--- src/sv/lhs_pkg.sv ---
// Shared types, constants and helper functions of the latency histogram monitor.
`default_nettype none

package lhs_pkg;

   // Histogram geometry.
   localparam int HIST_BUCKETS = 64;
   localparam int BIN_BITS     = $clog2(HIST_BUCKETS);

   // Default width of the saturating event and sample counters.
   localparam int COUNTER_BITS_DEF = 48;

   // Word field widths.
   localparam int CMD_BITS   = 3;
   localparam int LAT_BITS   = 64;
   localparam int TOTAL_BITS = 48;
   localparam int FRAC_BITS  = 17;
   localparam int FRAC_SHIFT = 16;

   // Largest value a totals field can carry.
   localparam logic [63:0] TOTAL_MAX = 64'h0000_FFFF_FFFF_FFFF;

   // Shared divider: the dividend covers a 64-bit counter shifted by 16; the
   // divisor covers the 65-bit sum of two counters.
   localparam int DIV_BITS  = 80;
   localparam int DIVR_BITS = 65;

   // Percentile targets are floor(samples * num / PCT_DEN).
   localparam int PCT_DEN = 100;
   localparam int PCT_50  = 50;
   localparam int PCT_90  = 90;
   localparam int PCT_99  = 99;

   typedef enum logic [CMD_BITS-1:0] {
      CMD_RECORD  = 3'd0,
      CMD_ENQUEUE = 3'd1,
      CMD_DROP    = 3'd2,
      CMD_WRITE   = 3'd3,
      CMD_CLEAR   = 3'd4,
      CMD_SUMMARY = 3'd5
   } lhs_cmd_type;

   typedef enum logic [3:0] {
      ST_IDLE,
      ST_REC_WR,
      ST_DIV_DROP,
      ST_DIV_MEAN,
      ST_WALK,
      ST_DONE
   } lhs_state_type;

   // Position of the highest set bit; zero maps to bucket 0.
   function automatic logic [BIN_BITS-1:0] lhs_log2_bin(input logic [LAT_BITS-1:0] value);
      logic [BIN_BITS-1:0] bin;
      bin = '0;
      for (int i = 1; i < LAT_BITS; i++) begin
         if (value[i]) begin
            bin = BIN_BITS'(i);
         end
      end
      return bin;
   endfunction

endpackage

`default_nettype wire

--- src/sv/lhs_divider.sv ---
// Restoring radix-2 divider that produces one quotient bit per cycle.
`default_nettype none

module lhs_divider (
   input  wire logic                            clock,
   input  wire logic                            reset,
   input  wire logic                            start,
   input  wire logic [lhs_pkg::DIV_BITS-1:0]    dividend,
   input  wire logic [lhs_pkg::DIVR_BITS-1:0]   divisor,
   output logic                                 done,
   output logic [lhs_pkg::DIV_BITS-1:0]         quotient
);

   localparam int CNT_BITS = $clog2(lhs_pkg::DIV_BITS + 1);

   logic                            busy_ff;
   logic                            done_ff;
   logic [CNT_BITS-1:0]             cnt_ff;
   logic [lhs_pkg::DIVR_BITS-1:0]   rem_ff;
   logic [lhs_pkg::DIV_BITS-1:0]    dq_ff;
   logic [lhs_pkg::DIVR_BITS-1:0]   dvs_ff;

   logic                            load;
   logic [lhs_pkg::DIVR_BITS:0]     trial;
   logic [lhs_pkg::DIVR_BITS:0]     diff;
   logic                            fits;

   // A request is taken only once; start stays high until done is seen.
   assign load  = start && !busy_ff && !done_ff;
   assign trial = {rem_ff, dq_ff[lhs_pkg::DIV_BITS-1]};
   assign diff  = trial - {1'b0, dvs_ff};
   assign fits  = !diff[lhs_pkg::DIVR_BITS];

   always_ff @(posedge clock) begin
      if (reset) begin
         busy_ff <= 1'b0;
         done_ff <= 1'b0;
         cnt_ff  <= '0;
      end else begin
         done_ff <= 1'b0;
         if (busy_ff) begin
            cnt_ff <= cnt_ff - 1'b1;
            if (cnt_ff == CNT_BITS'(1)) begin
               busy_ff <= 1'b0;
               done_ff <= 1'b1;
            end
         end else if (load) begin
            busy_ff <= 1'b1;
            cnt_ff  <= CNT_BITS'(lhs_pkg::DIV_BITS);
         end
      end
   end

   // The dividend shifts out at the top while quotient bits shift in below.
   always_ff @(posedge clock) begin
      if (load) begin
         rem_ff <= '0;
         dq_ff  <= dividend;
         dvs_ff <= divisor;
      end else if (busy_ff) begin
         rem_ff <= fits ? diff[lhs_pkg::DIVR_BITS-1:0] : trial[lhs_pkg::DIVR_BITS-1:0];
         dq_ff  <= {dq_ff[lhs_pkg::DIV_BITS-2:0], fits};
      end
   end

   assign done     = done_ff;
   assign quotient = dq_ff;

endmodule

`default_nettype wire

--- config.mk ---
export PLATFORM = sky130hd
export DESIGN_NAME = lhs_divider
export DESIGN_NICKNAME = d
export VERILOG_FILES = /design/src/sv/lhs_pkg.sv /design/src/sv/lhs_divider.sv
export SDC_FILE = /design/constraint.sdc
export NUM_CORES = 1
export LEC_CHECK = 0
export ABC_AREA = 1
export BUFFER_PORTS_ARGS = -buffer_cell sky130_fd_sc_hd__clkbuf_2
export CAP_MARGIN = 0
export CELL_PAD_IN_SITES_DETAIL_PLACEMENT = 1
export CELL_PAD_IN_SITES_GLOBAL_PLACEMENT = 2
export CORE_ASPECT_RATIO = 0.75
export CORE_MARGIN = 4
export CORE_UTILIZATION = 33
export CTS_CLUSTER_DIAMETER = 150
export DETAILED_ROUTE_END_ITERATION = 8
export GPL_TIMING_DRIVEN = 1
export PLACE_DENSITY = 0.93
export SLEW_MARGIN = 20
export SYNTH_ARGS = -nofsm -noshare
export SYNTH_HDL_FRONTEND = slang
export SYNTH_SLANG_ARGS = --single-unit
--- constraint.sdc ---
create_clock -name clock -period 4.33 [get_ports clock]
set_clock_uncertainty 0.2 [all_clocks]
set_input_delay 0.433 -clock clock [delete_from_list [all_inputs] [get_ports clock]]
set_output_delay 0.433 -clock clock [all_outputs]
set_load 0.03 [all_outputs]
==> results of run 1 <==
Yosys cell counts (3+ instances only):
cell type      count  share of area (%)
nand2_1          909                 21
inv_1            469                 11
edfxtp_1         145                 27
nand3_1          143                4.4
nor2_1           110                2.6
dfxtp_1           74                9.2
a21oi_1           68                2.1
ha_1              67                5.2
a21oi_2           60                3.2
nand3_2           54                3.3
nand2_2           35                1.4
xor2_1            25                1.4
inv_2             23               0.53
clkbuf_1          20               0.46
nor3_1            17               0.53
buf_2             14               0.43
nand4_1           14               0.54
o21ai_0           14               0.43
nand3b_1          11               0.51
xnor2_1           11               0.60
nand2_4            8               0.56
buf_6              7               0.49
nor2_4             6               0.42
o21bai_1           6               0.28
nor2_2             5               0.19
a21o_1             4               0.19
dlygate4sd1_1      4               0.22
and3_1             3               0.12
buf_12             3               0.37
buf_4              3               0.14
dlygate4sd3_1      3               0.19
nor3_2             3               0.19
worst register-to-register path: cells and delay by family (launching register included):
kind	cells	cell delay (ns)
AOI/OAI and AO/OA	4	0.90
adders and majority gates	1	0.36
buffers and inverters	1	0.05
DFF	1	0.32
and+or+nand+nor	6	1.67
layer usage:
metal,vias up,wire length (um),track usage [%],part of all wire (%)
li1,7915,-,-,-
met5,-,13,0,0.021
met2,380,28900,37.5,46
met3,93,3540,4.57,5.7
met4,2,1930,7.16,3.1
met1,7799,28300,30.6,45
power by group through the flow:
stage	registers (mW)	logic (mW)	clock network, mW
floorplan	3.00	2.45	0
global placement	2.81	3.55	0
detailed placement	2.83	3.63	0
CTS	2.79	3.76	2.36
global route	2.84	4.20	2.49
finish	2.81	3.81	2.34
cell type report:
| class | instances | area share (%) |
|---|---|---|
| well taps | 639 | 3.97 |
| repair buffers | 384 | 13.4 |
| flip-flops and latches | 219 | 29.0 |
| multi-input cells | 1585 | 40.2 |
| clock inverters | 12 | 0.963 |
| inverters | 492 | 9.17 |
| clock buffers | 34 | 3.28 |
| diodes | 7 | 0.0870 |
sequential cells by signal, summed over array words and instances, names as in the netlist:
| signal | cells |
|---|---|
| quotient | 80 |
| dvs_ff | 65 |
| rem_ff | 65 |
| cnt_ff | 7 |
| busy_ff | 1 |
| done | 1 |
kinds of logic (layout without fill, tap and decap cells):
family,after synthesis,in the layout,synth area share [%]
flip-flops,219,219,36.1
AND/OR/NAND/NOR,1322,1322,36.1
XOR/XNOR,36,36,1.95
AO/OA/AOI/OAI,159,159,6.56
buffers and inverters,549,922,14.0
adder cells (fa/ha/maj),68,68,5.31
other,0,7,0
cell usage in the layout (no fill, tap or decap), types with 60 or more instances in the layout:
cell type      count
nor2_1           110
a21oi_2           60
edfxtp_1         145
dlygate4sd3_1    146
a21oi_1           68
dfxtp_1           73
ha_1              67
inv_1            467
clkbuf_2         228
nand2_1          909
nand3_1          143
through the flow:
step | setup WS, ns | power [mW] | hold WS (ns)
floorplan | 0.513 | 5.45 | 0.226
global placement | 0.869 | 6.36 | 0.247
detailed placement | 0.758 | 6.46 | 0.264
CTS | 0.740 | 8.91 | 0.279
global route | 0.513 | 9.53 | 0.284
finish | 0.696 | 8.96 | 0.281
worst max-delay path by stage:
stage | endpoint | slack [ns] | depth (start not counted)
5_1_grt | rem_ff[47] | 0.51 | 12
4_1_cts | rem_ff[47] | 0.74 | 12
3_5_place_dp | rem_ff[47] | 0.76 | 12
3_3_place_gp | rem_ff[33] | 0.87 | 12
2_1_floorplan | dvs_ff[0] | 0.51 | 4
6_report | rem_ff[47] | 0.70 | 12
==> qor.txt, run 1 <==
Num Clock Sinks: 219
Clock-pin slew on the worst setup and hold paths: 0.07 ns
Critical path launch point type: flip-flop
I/O Buffers: 228
Reg-to-Reg Start: dvs_ff[54]
Die height: 200 um
Final net count: 2,923
Slowest cell delay on critical path: 0.63 ns
Initial antenna violation count: 5
Site Rows: 69
Clock power share: 26.1%
Flop pwr share: 31.4%
DP HPWL: 45,600 um
NetSw: 3.83 mW
Buf+Inv Stages, Crit Path: 1
Slew margin rel.: 33.1%
DR vias: 16,189
RePlAce Congestion: 0.911
Post-cts sizing count: 0
Cell area after layout: 20,100 sq um
Setup violators final: 0
Setup repair bufs after CTS: 0
Crit path max-delay family: simple AND/OR/NAND/NOR gates
Effective utilization at floorplan: 33.8%
Post-route clock period utilization: 83.9%
Req. time, crit path: 4.54 ns
Vias in the first global route: 16,812
Total negative setup slack: 0 ns
Worst-skew pair later-pin latency: 0.57 ns
Post-layout util: 42.0%
Syn_nets: 2,569
Max Fanout on Critical Path: 63
Tot GR Track Use: 22.8%
Count of state elements after synthesis: 219
Max clock buf depth: 3
Iter 0 DRT Violations: 1,072
Placed instance count: 3,173
Ys async rst share: 0%
I/O Pins: 229
# DRC: 0
Pleak: 10.4 nW
Crit path cell chain: inv_1, ha_1, a21oi_1, o21ai_1, o21ai_1, nand2_1, nor2_4, nand3_4, nand2_8, nand2_1, nand3_2, a21oi_2
Ys Warns: 0
Share of cells above drive strength 1: 17.3%
Syn_area_per_cell: 6.88 sq um
Critical path type: flip-flop to flip-flop
Worst-margin pin slew: 1.00 ns
Library cells used by synthesis: 44
Status: finished, final reports clean
CP startpoint: dvs_ff[54]
Int Power: 5.13 mW
HP Start: cnt_ff[6]
Hold buffer count at cts: 146
Inserted Clock Buffers: 25
Sequential share of the synthesized area: 36.1%
Multi-input logic area: 8090 sq um
Synthesized area: 16,200 sq um
WL per Instance: 18.6 um
WHS Path Cells: 1
Congestion Overflow GR: 0
Maxcap violations: 0
Root Buffer Master: clkbuf_16
Fin. Hold Viols: 0
Syn Inst Count: 2,353
Antenna-violating nets left: 0
1st-pass router iterations: 5
WP data arrival: 3.85 ns
Largest net degree at the start of global routing: 135
Die width: 264 um
First-pass GRT wire length: 95,400 um
Non-Filler Instances: 3,372
RSZ-0062 raised after global routing: false
Net Sw Frac: 42.7%
Logic pwr share: 42.5%
Slew Viols, Final: 0
Critical path's slowest cell: nand2_8
Sequential Area: 5840 sq um
DIE AREA: 52,700 sq um
CTS tree: done
H-tree levels: 1
Power density over cell area: 445 nW/um^2
Number of synthesized flops with an enable pin: 145
Commonest register cell after synthesis: edfxtp_1
Hold WC Path Type: flip-flop to flip-flop
Tmin final: 3.63 ns
Drt via density: 4.80
Peak VDD IR: 0.000332 V
Reg-to-reg slack, setup: 0.70 ns
Critical Path End Type: flip-flop
Area grow syn2layout: 24.4%
Total Wirelength: 62,700 um
RR Endpoint: rem_ff[47]
Hold EP: cnt_ff[6]
R2R depth: 12
Placed cell areas: 17,800 sq um
Core box area: 47,900 sq um
FMAX: 0.275 GHz
Filler Cell Count: 6,147
No activity file was read; power rests on OpenSTA's default activity.
==> inputs of run 2 (changes only) <==
--- a/config.mk
+++ b/config.mk
@@ -5,18 +5,18 @@
 export SDC_FILE = /design/constraint.sdc
 export NUM_CORES = 1
 export LEC_CHECK = 0
-export ABC_AREA = 1
+export ABC_AREA = 0
 export BUFFER_PORTS_ARGS = -buffer_cell sky130_fd_sc_hd__clkbuf_2
 export CAP_MARGIN = 0
 export CELL_PAD_IN_SITES_DETAIL_PLACEMENT = 1
 export CELL_PAD_IN_SITES_GLOBAL_PLACEMENT = 2
 export CORE_ASPECT_RATIO = 0.75
 export CORE_MARGIN = 4
-export CORE_UTILIZATION = 33
+export CORE_UTILIZATION = 32
 export CTS_CLUSTER_DIAMETER = 150
 export DETAILED_ROUTE_END_ITERATION = 8
 export GPL_TIMING_DRIVEN = 1
-export PLACE_DENSITY = 0.93
+export PLACE_DENSITY = 0.87
 export SLEW_MARGIN = 20
 export SYNTH_ARGS = -nofsm -noshare
 export SYNTH_HDL_FRONTEND = slang
==> constraint.sdc (replaced) <==
create_clock -name clock -period 3.2 [get_ports clock]
set_clock_uncertainty 0.2 [all_clocks]
set_input_delay 0.32 -clock clock [delete_from_list [all_inputs] [get_ports clock]]
set_output_delay 0.32 -clock clock [all_outputs]
set_load 0.03 [all_outputs]
==> qor.txt, run 2 <==
Status: complete, but fails checks (was finished, final reports clean)
Failing checks: setup timing
Slew margin rel.: 41.0% (was 33.1%)
Vias in the first global route: 12,761 (was 16,812)
Pleak: 8.18 nW (was 10.4 nW)
WP data arrival: 3.67 ns (was 3.85 ns)
Critical Path End Type: flip-flop (unchanged)
Tot GR Track Use: 21.4% (was 22.8%)
Sequential share of the synthesized area: 46.5% (was 36.1%)
Worst-skew pair later-pin latency: 0.56 ns (was 0.57 ns)
Clock power share: 18.3% (was 26.1%)
Syn_area_per_cell: 10.3 sq um (was 6.88 sq um)
Top-count cell post-synth: edfxtp_1 (was nand2_1)
Area grow syn2layout: 53.8% (was 24.4%)
I/O Buffers: 228 (unchanged)
Post-synth top cells: 145 x edfxtp_1, 130 x nand2_1, 89 x inv_1 (was 909 x nand2_1, 469 x inv_1, 145 x edfxtp_1)
Antenna-violating nets left: 0 (unchanged)
Count of state elements after synthesis: 219 (unchanged)
Commonest non-fill, non-tap cells in the layout: 228 x clkbuf_2, 207 x buf_4, 146 x dlygate4sd3_1, 145 x edfxtp_1, 126 x nand2_1 (was 909 x nand2_1, 467 x inv_1, 228 x clkbuf_2, 146 x dlygate4sd3_1, 145 x edfxtp_1)
Net Sw Frac: 39.9% (was 42.7%)
Setup violators final: 48 (was 0)
Max Fanout on Critical Path: 5 (was 63)
# DRC: 0 (unchanged)
Initial antenna violation count: 3 (was 5)
Slew Viols, Final: 0 (unchanged)
CP startpoint: dvs_ff[14] (was dvs_ff[54])
Iter 0 DRT Violations: 690 (was 1,072)
Final net count: 2,007 (was 2,923)
Congestion Overflow GR: 0 (unchanged)
Hold EP: dvs_ff[11] (was cnt_ff[6])
Crit path max-delay family: simple AND/OR/NAND/NOR gates (unchanged)
WL per Instance: 20.9 um (was 18.6 um)
Post-layout util: 50.1% (was 42.0%)
Synth area leader: edfxtp_1 (unchanged)
Logic pwr share: 56.8% (was 42.5%)
Die height: 179 um (was 200 um)
Placed cell areas: 15,600 sq um (was 17,800 sq um)
Num Clock Sinks: 219 (unchanged)
Ys async rst share: 0% (unchanged)
Share of cells above drive strength 1: 40.4% (was 17.3%)
Drt via density: 5.17 (was 4.80)
Int Power: 9.88 mW (was 5.13 mW)
Site Rows: 62 (was 69)
Peak VDD IR: 0.000436 V (was 0.000332 V)
Total Wirelength: 48,600 um (was 62,700 um)
Place WS: -0.514 ns (was 0.758 ns)
Final WS setup: -0.187 ns (was 0.696 ns)
Core box area: 38,500 sq um (was 47,900 sq um)
Filler Cell Count: 4,251 (was 6,147)
R2R depth: 14 (was 12)
Critical path's slowest cell: or4b_1 (was nand2_8)
Max reg flops: 80 (unchanged)
Hold WC Path Type: input port to flip-flop (was flip-flop to flip-flop)
FMAX: 0.295 GHz (was 0.275 GHz)
Hold WS: 0.274 ns (was 0.281 ns)
I/O Pins: 229 (unchanged)
DR vias: 12,019 (was 16,189)
Effective utilization at floorplan: 32.6% (was 33.8%)
HP Start: divisor[11] (was cnt_ff[6])
Worst-margin pin slew: 0.885 ns (was 1.00 ns)
Fin. Hold Viols: 0 (unchanged)
Power density over cell area: 852 nW/um^2 (was 445 nW/um^2)
Max clock buf depth: 3 (unchanged)
Total negative setup slack: -2.64 ns (was 0 ns)
Die width: 237 um (was 264 um)
Number of synthesized flops with an enable pin: 145 (unchanged)
CTS tree: done (unchanged)
Critical path launch point type: flip-flop (unchanged)
1st-pass router iterations: 5 (unchanged)
Commonest register cell after synthesis: edfxtp_1 (unchanged)
Critical path type: flip-flop to flip-flop (unchanged)
Tmin final: 3.39 ns (was 3.63 ns)
Clock-pin slew on the worst setup and hold paths: 0.07 ns (about the same)
First-pass GRT wire length: 73,800 um (was 95,400 um)
H-tree levels: 1 (unchanged)
NetSw: 6.56 mW (was 3.83 mW)
Non-Filler Instances: 2,324 (was 3,372)
Syn Inst Count: 1,220 (was 2,353)
Overall power: 16.4 mW (was 8.96 mW)
Dominant cells by area after synthesis: edfxtp_1 35%, dfxtp_1 12%, mux2_2 7.2% (was edfxtp_1 27%, nand2_1 21%, inv_1 11%)
Placed instance count: 2,095 (was 3,173)
Synthesized area: 12,500 sq um (was 16,200 sq um)
Slowest cell delay on critical path: 0.48 ns (was 0.63 ns)
DIE AREA: 42,500 sq um (was 52,700 sq um)
Largest net degree at the start of global routing: 82 (was 135)
Post-route clock period utilization: 106% (was 83.9%)
Reg-to-Reg Start: dvs_ff[14] (was dvs_ff[54])
Synth top area share: 34.7% (was 26.9%)
Commonest non-fill, non-tap cell in the layout: clkbuf_2 (was nand2_1)
Maxcap violations: 0 (unchanged)
Library cells used by synthesis: 74 (was 44)
Crit path cell chain: inv_2, ha_4, and4_4, and4_1, o31ai_2, buf_4, a21oi_4, o311ai_4, and2_4, buf_4, o311ai_4, or4b_1, o31a_1, o211ai_1 (was inv_1, ha_1, a21oi_1, o21ai_1, o21ai_1, nand2_1, nor2_4, nand3_4, nand2_8, nand2_1, nand3_2, a21oi_2)
Reg-to-reg slack, setup: -0.19 ns (was 0.70 ns)
RR Endpoint: rem_ff[64] (was rem_ff[47])
Syn_nets: 1,436 (was 2,569)
Cell area after layout: 19,300 sq um (was 20,100 sq um)
Ys Warns: 0 (unchanged)
WHS Path Cells: 2 (was 1)
DP HPWL: 30,500 um (was 45,600 um)
Inserted Clock Buffers: 25 (unchanged)
Buf+Inv Stages, Crit Path: 3 (was 1)
Root Buffer Master: clkbuf_16 (unchanged)
RePlAce Congestion: 0.871 (was 0.911)
Req. time, crit path: 3.49 ns (was 4.54 ns)
RSZ-0062 raised after global routing: true (was false)
Flop pwr share: 24.9% (was 31.4%)
-- run 2: cell types whose count changed in the layout (fill, tap and decap cells not counted), sizes merged, moves of 43 or more --
cell,delta
nand2,-822
mux2,+80
inv,-404
nand3,-175
mux2i,+49
buf,+221
a21oi,-43
nor2,-77
o21ai,+81
-- run 2: area by class of cell --
class                           instances  area [sq um]  share of cell area (%)
Antenna cell                            2          5.00                  0.0260
Clock buffer                           33           696                    3.61
Clock inverter                         13           139                   0.720
Inverter                               90           344                    1.78
Multi-Input combinational cell        850          7040                    36.5
Sequential cell                       219          5840                    30.3
Tap cell                              512           641                    3.32
Timing Repair Buffer                  605          4580                    23.7
-- run 2: worst max-delay path by stage --
stage	slack [ns]	end	cells after the start
2_1_floorplan	0.02	rem_ff[60]	13
3_3_place_gp	-0.54	rem_ff[58]	13
3_5_place_dp	-0.51	rem_ff[37]	13
4_1_cts	-0.10	rem_ff[38]	14
5_1_grt	-0.29	rem_ff[23]	16
6_report	-0.19	rem_ff[64]	14
-- run 2: metal layers --
metal  vias to the layer above  wire [um]  track usage, %
met5                         -         13               0
met4                         2       1260            5.37
met3                        78       2610            4.56
met2                       364      23300            35.8
met1                      5966      21400            28.4
li1                       5609          -               -
-- run 2: cells by family (layout without fill, tap and decap cells) --
family	Yosys count	count (layout)	share of synthesized area, %
DFF	219	219	46.5
other	0	2	0
and+or+nand+nor	287	287	10.7
xor gates and xnor gates	56	56	3.91
adders and majority gates	68	68	6.84
AOI/OAI and AO/OA	309	310	15.6
buffers and inverters	152	741	5.26
muxes	129	129	11.1
-- run 2: power by group through the flow --
stage | Sequential (mW) | Combinational [mW] | Clock (mW)
floorplan | 4.25 | 4.19 | 0
global placement | 4.01 | 6.95 | 0
detailed placement | 4.04 | 7.16 | 0
CTS | 4.03 | 8.15 | 3.07
global route | 4.16 | 9.98 | 3.20
finish | 4.10 | 9.33 | 3.01
-- run 2: what timing repair did --
item                       CTS  global route
hold endpoints to repair   154             0
setup endpoints to repair   66            66
gates resized for setup     84           131
gates cloned                 4             0
pin swaps                   23            55
hold buffers               146             0
buffers inserted            12            18
-- run 2: worst register-to-register path: stages (launching register included) --
cell,delay [ns]
edfxtp_1,0.37
inv_2,0.07
ha_4,0.31
and4_4,0.23
and4_1,0.21
o31ai_2,0.08
buf_4,0.15
a21oi_4,0.17
o311ai_4,0.11
and2_4,0.18
buf_4,0.14
o311ai_4,0.40
or4b_1,0.48
o31a_1,0.13
o211ai_1,0.08
==> inputs of run 3 (changes only) <==
--- a/config.mk
+++ b/config.mk
@@ -13,6 +13,7 @@
 export CORE_ASPECT_RATIO = 0.75
 export CORE_MARGIN = 4
 export CORE_UTILIZATION = 32
+export CTS_BUF_LIST = sky130_fd_sc_hd__clkbuf_16
 export CTS_CLUSTER_DIAMETER = 150
 export DETAILED_ROUTE_END_ITERATION = 8
 export GPL_TIMING_DRIVEN = 1
==> qor.txt, run 3 (synthesis gave the netlist of run 2 again) <==
Die height: 179 um (unchanged)
Max Fanout on Critical Path: 4 (was 5)
# DRC: 0 (unchanged)
Setup violators final: 52 (was 48)
Max clock buf depth: 3 (unchanged)
Area grow syn2layout: 53.1% (was 53.8%)
DR vias: 11,952 (was 12,019)
I/O Pins: 229 (unchanged)
Effective utilization at floorplan: 32.6% (unchanged)
Maxcap violations: 0 (unchanged)
Failing checks: setup timing (unchanged)
FMAX: 0.297 GHz (was 0.295 GHz)
First-pass GRT wire length: 73,300 um (was 73,800 um)
Initial antenna violation count: 1 (was 3)
Root Buffer Master: clkbuf_16 (unchanged)
Core box area: 38,500 sq um (unchanged)
Commonest non-fill, non-tap cells in the layout: 228 x clkbuf_2, 210 x buf_4, 146 x dlygate4sd3_1, 145 x edfxtp_1, 127 x nand2_1 (was 228 x clkbuf_2, 207 x buf_4, 146 x dlygate4sd3_1, 145 x edfxtp_1, 126 x nand2_1)
NetSw: 6.49 mW (was 6.56 mW)
Critical Path End Type: flip-flop (unchanged)
Net Sw Frac: 40.0% (was 39.9%)
RSZ-0062 raised after global routing: true (unchanged)
Tmin final: 3.37 ns (was 3.39 ns)
Final WS setup: -0.171 ns (was -0.187 ns)
Placed cell areas: 15,600 sq um (unchanged)
Num Clock Sinks: 219 (unchanged)
WL per Instance: 20.6 um (was 20.9 um)
Int Power: 9.75 mW (was 9.88 mW)
Share of cells above drive strength 1: 40.0% (was 40.4%)
Status: complete, but fails checks (unchanged)
Max reg flops: 80 (unchanged)
Hold WC Path Type: input port to flip-flop (unchanged)
Flop pwr share: 25.2% (was 24.9%)
Worst-skew pair later-pin latency: 0.56 ns (about the same)
Post-layout util: 49.9% (was 50.1%)
Antenna-violating nets left: 0 (unchanged)
Pleak: 8.17 nW (was 8.18 nW)
Critical path type: flip-flop to flip-flop (unchanged)
Commonest non-fill, non-tap cell in the layout: clkbuf_2 (unchanged)
Slew Viols, Final: 0 (unchanged)
Hold WS: 0.272 ns (was 0.274 ns)
Power density over cell area: 846 nW/um^2 (was 852 nW/um^2)
Worst-margin pin slew: 1.08 ns (was 0.885 ns)
Req. time, crit path: 3.48 ns (was 3.49 ns)
I/O Buffers: 228 (unchanged)
Ant. Diodes: 0 (was 2)
Critical path launch point type: flip-flop (unchanged)
CTS tree: done (unchanged)
Clock-pin slew on the worst setup and hold paths: 0.07 ns (about the same)
Tot GR Track Use: 21.2% (was 21.4%)
Iter 0 DRT Violations: 692 (was 690)
DIE AREA: 42,500 sq um (unchanged)
1st-pass router iterations: 5 (unchanged)
Clock power share: 17.8% (was 18.3%)
Cell area after layout: 19,200 sq um (was 19,300 sq um)
Fin. Hold Viols: 0 (unchanged)
Final net count: 2,008 (was 2,007)
Site Rows: 62 (unchanged)
Peak VDD IR: 0.000441 V (was 0.000436 V)
RePlAce Congestion: 0.871 (unchanged)
Inserted Clock Buffers: 25 (unchanged)
Drt via density: 5.15 (was 5.17)
Post-route clock period utilization: 105% (was 106%)
Total Wirelength: 47,800 um (was 48,600 um)
Vias in the first global route: 12,815 (was 12,761)
H-tree levels: 1 (unchanged)
Slew margin rel.: 28.1% (was 41.0%)
Logic pwr share: 57.0% (was 56.8%)
Congestion Overflow GR: 0 (unchanged)
Largest net degree at the start of global routing: 82 (unchanged)
Die width: 237 um (unchanged)
DP HPWL: 30,500 um (unchanged)
WP data arrival: 3.66 ns (was 3.67 ns)
run 3: cell count changes in the layout (fill, tap and decap cells not counted), moves of 2 or more:
| cell | previous run | this run |
|---|---|---|
| o21ai_0 | 51 | 56 |
| clkbuf_1 | 4 | 0 |
| clkbuf_8 | 4 | 0 |
| clkinv_1 | 2 | 6 |
| buf_4 | 207 | 210 |
| inv_1 | 77 | 80 |
| o21ai_1 | 36 | 33 |
| diode_2 | 2 | 0 |
| o21ai_2 | 9 | 7 |
run 3: power groups by stage:
stage / sequential [mW] / clock [mW] / combinational, mW
global placement: 4.01 / 0 / 6.95
floorplan: 4.25 / 0 / 4.19
finish: 4.09 / 2.90 / 9.25
CTS: 4.03 / 2.95 / 8.16
global route: 4.15 / 3.10 / 9.92
detailed placement: 4.04 / 0 / 7.16
run 3: worst max-delay path, stage by stage, from the launching register on:
cell      delay (ns)
edfxtp_1        0.32
inv_1           0.06
ha_1            0.34
a21oi_2         0.09
o211ai_1        0.21
a21oi_1         0.15
nor4b_2         0.26
buf_4           0.18
o311ai_4        0.11
and2_4          0.18
buf_4           0.14
o311ai_4        0.36
or4b_1          0.48
o31a_1          0.13
o211ai_1        0.08
run 3: metrics by stage:
step / setup slack (ns) / power [mW] / setup TNS [ns] / std cells
floorplan: 0.0177 / 8.44 / 0 / 1220
global placement: -0.544 / 11.0 / -26.15 / 2095
detailed placement: -0.514 / 11.2 / -27.94 / 2095
CTS: -0.104 / 15.1 / -1.32 / 2303
global route: -0.295 / 17.2 / -11.20 / 2323
finish: -0.171 / 16.2 / -3.11 / 2323
run 3: final timing paths:
| check | slack (ns) | startpoint | cells after the start | endpoint |
|---|---|---|---|---|
| setup reg to reg | -0.17 | dvs_ff[34] | 14 | rem_ff[64] |
| hold reg to reg | 0.27 | rem_ff[47] | 2 | rem_ff[47] |
| setup / recovery | -0.17 | dvs_ff[34] | 14 | rem_ff[64] |
| hold / removal | 0.27 | divisor[2] | 2 | dvs_ff[2] |
run 3: final cells by class:
type	instances	area [sq um]
Inverter	90	344
Clock buffer	25	626
Tap cell	512	641
Timing Repair Buffer	606	4560
Fill cell	4252	19300
Sequential cell	219	5840
Clock inverter	21	169
Multi-Input combinational cell	850	7020
run 3: layer usage:
layer	global-route usage [%]	vias up	routed length, um
li1	-	5614	-
met1	28.6	5898	21200
met2	35.1	359	22600
met3	4.32	79	2720
met4	5.21	2	1160
met5	0	-	13
run 3: repair_timing:
action	in CTS	in global routing
hold buffers	146	0
pin swaps	23	43
gates resized for setup	85	120
cloned	4	0
endpoints found under the setup margin	66	66
setup buffers	12	20
endpoints found under the hold margin	154	0
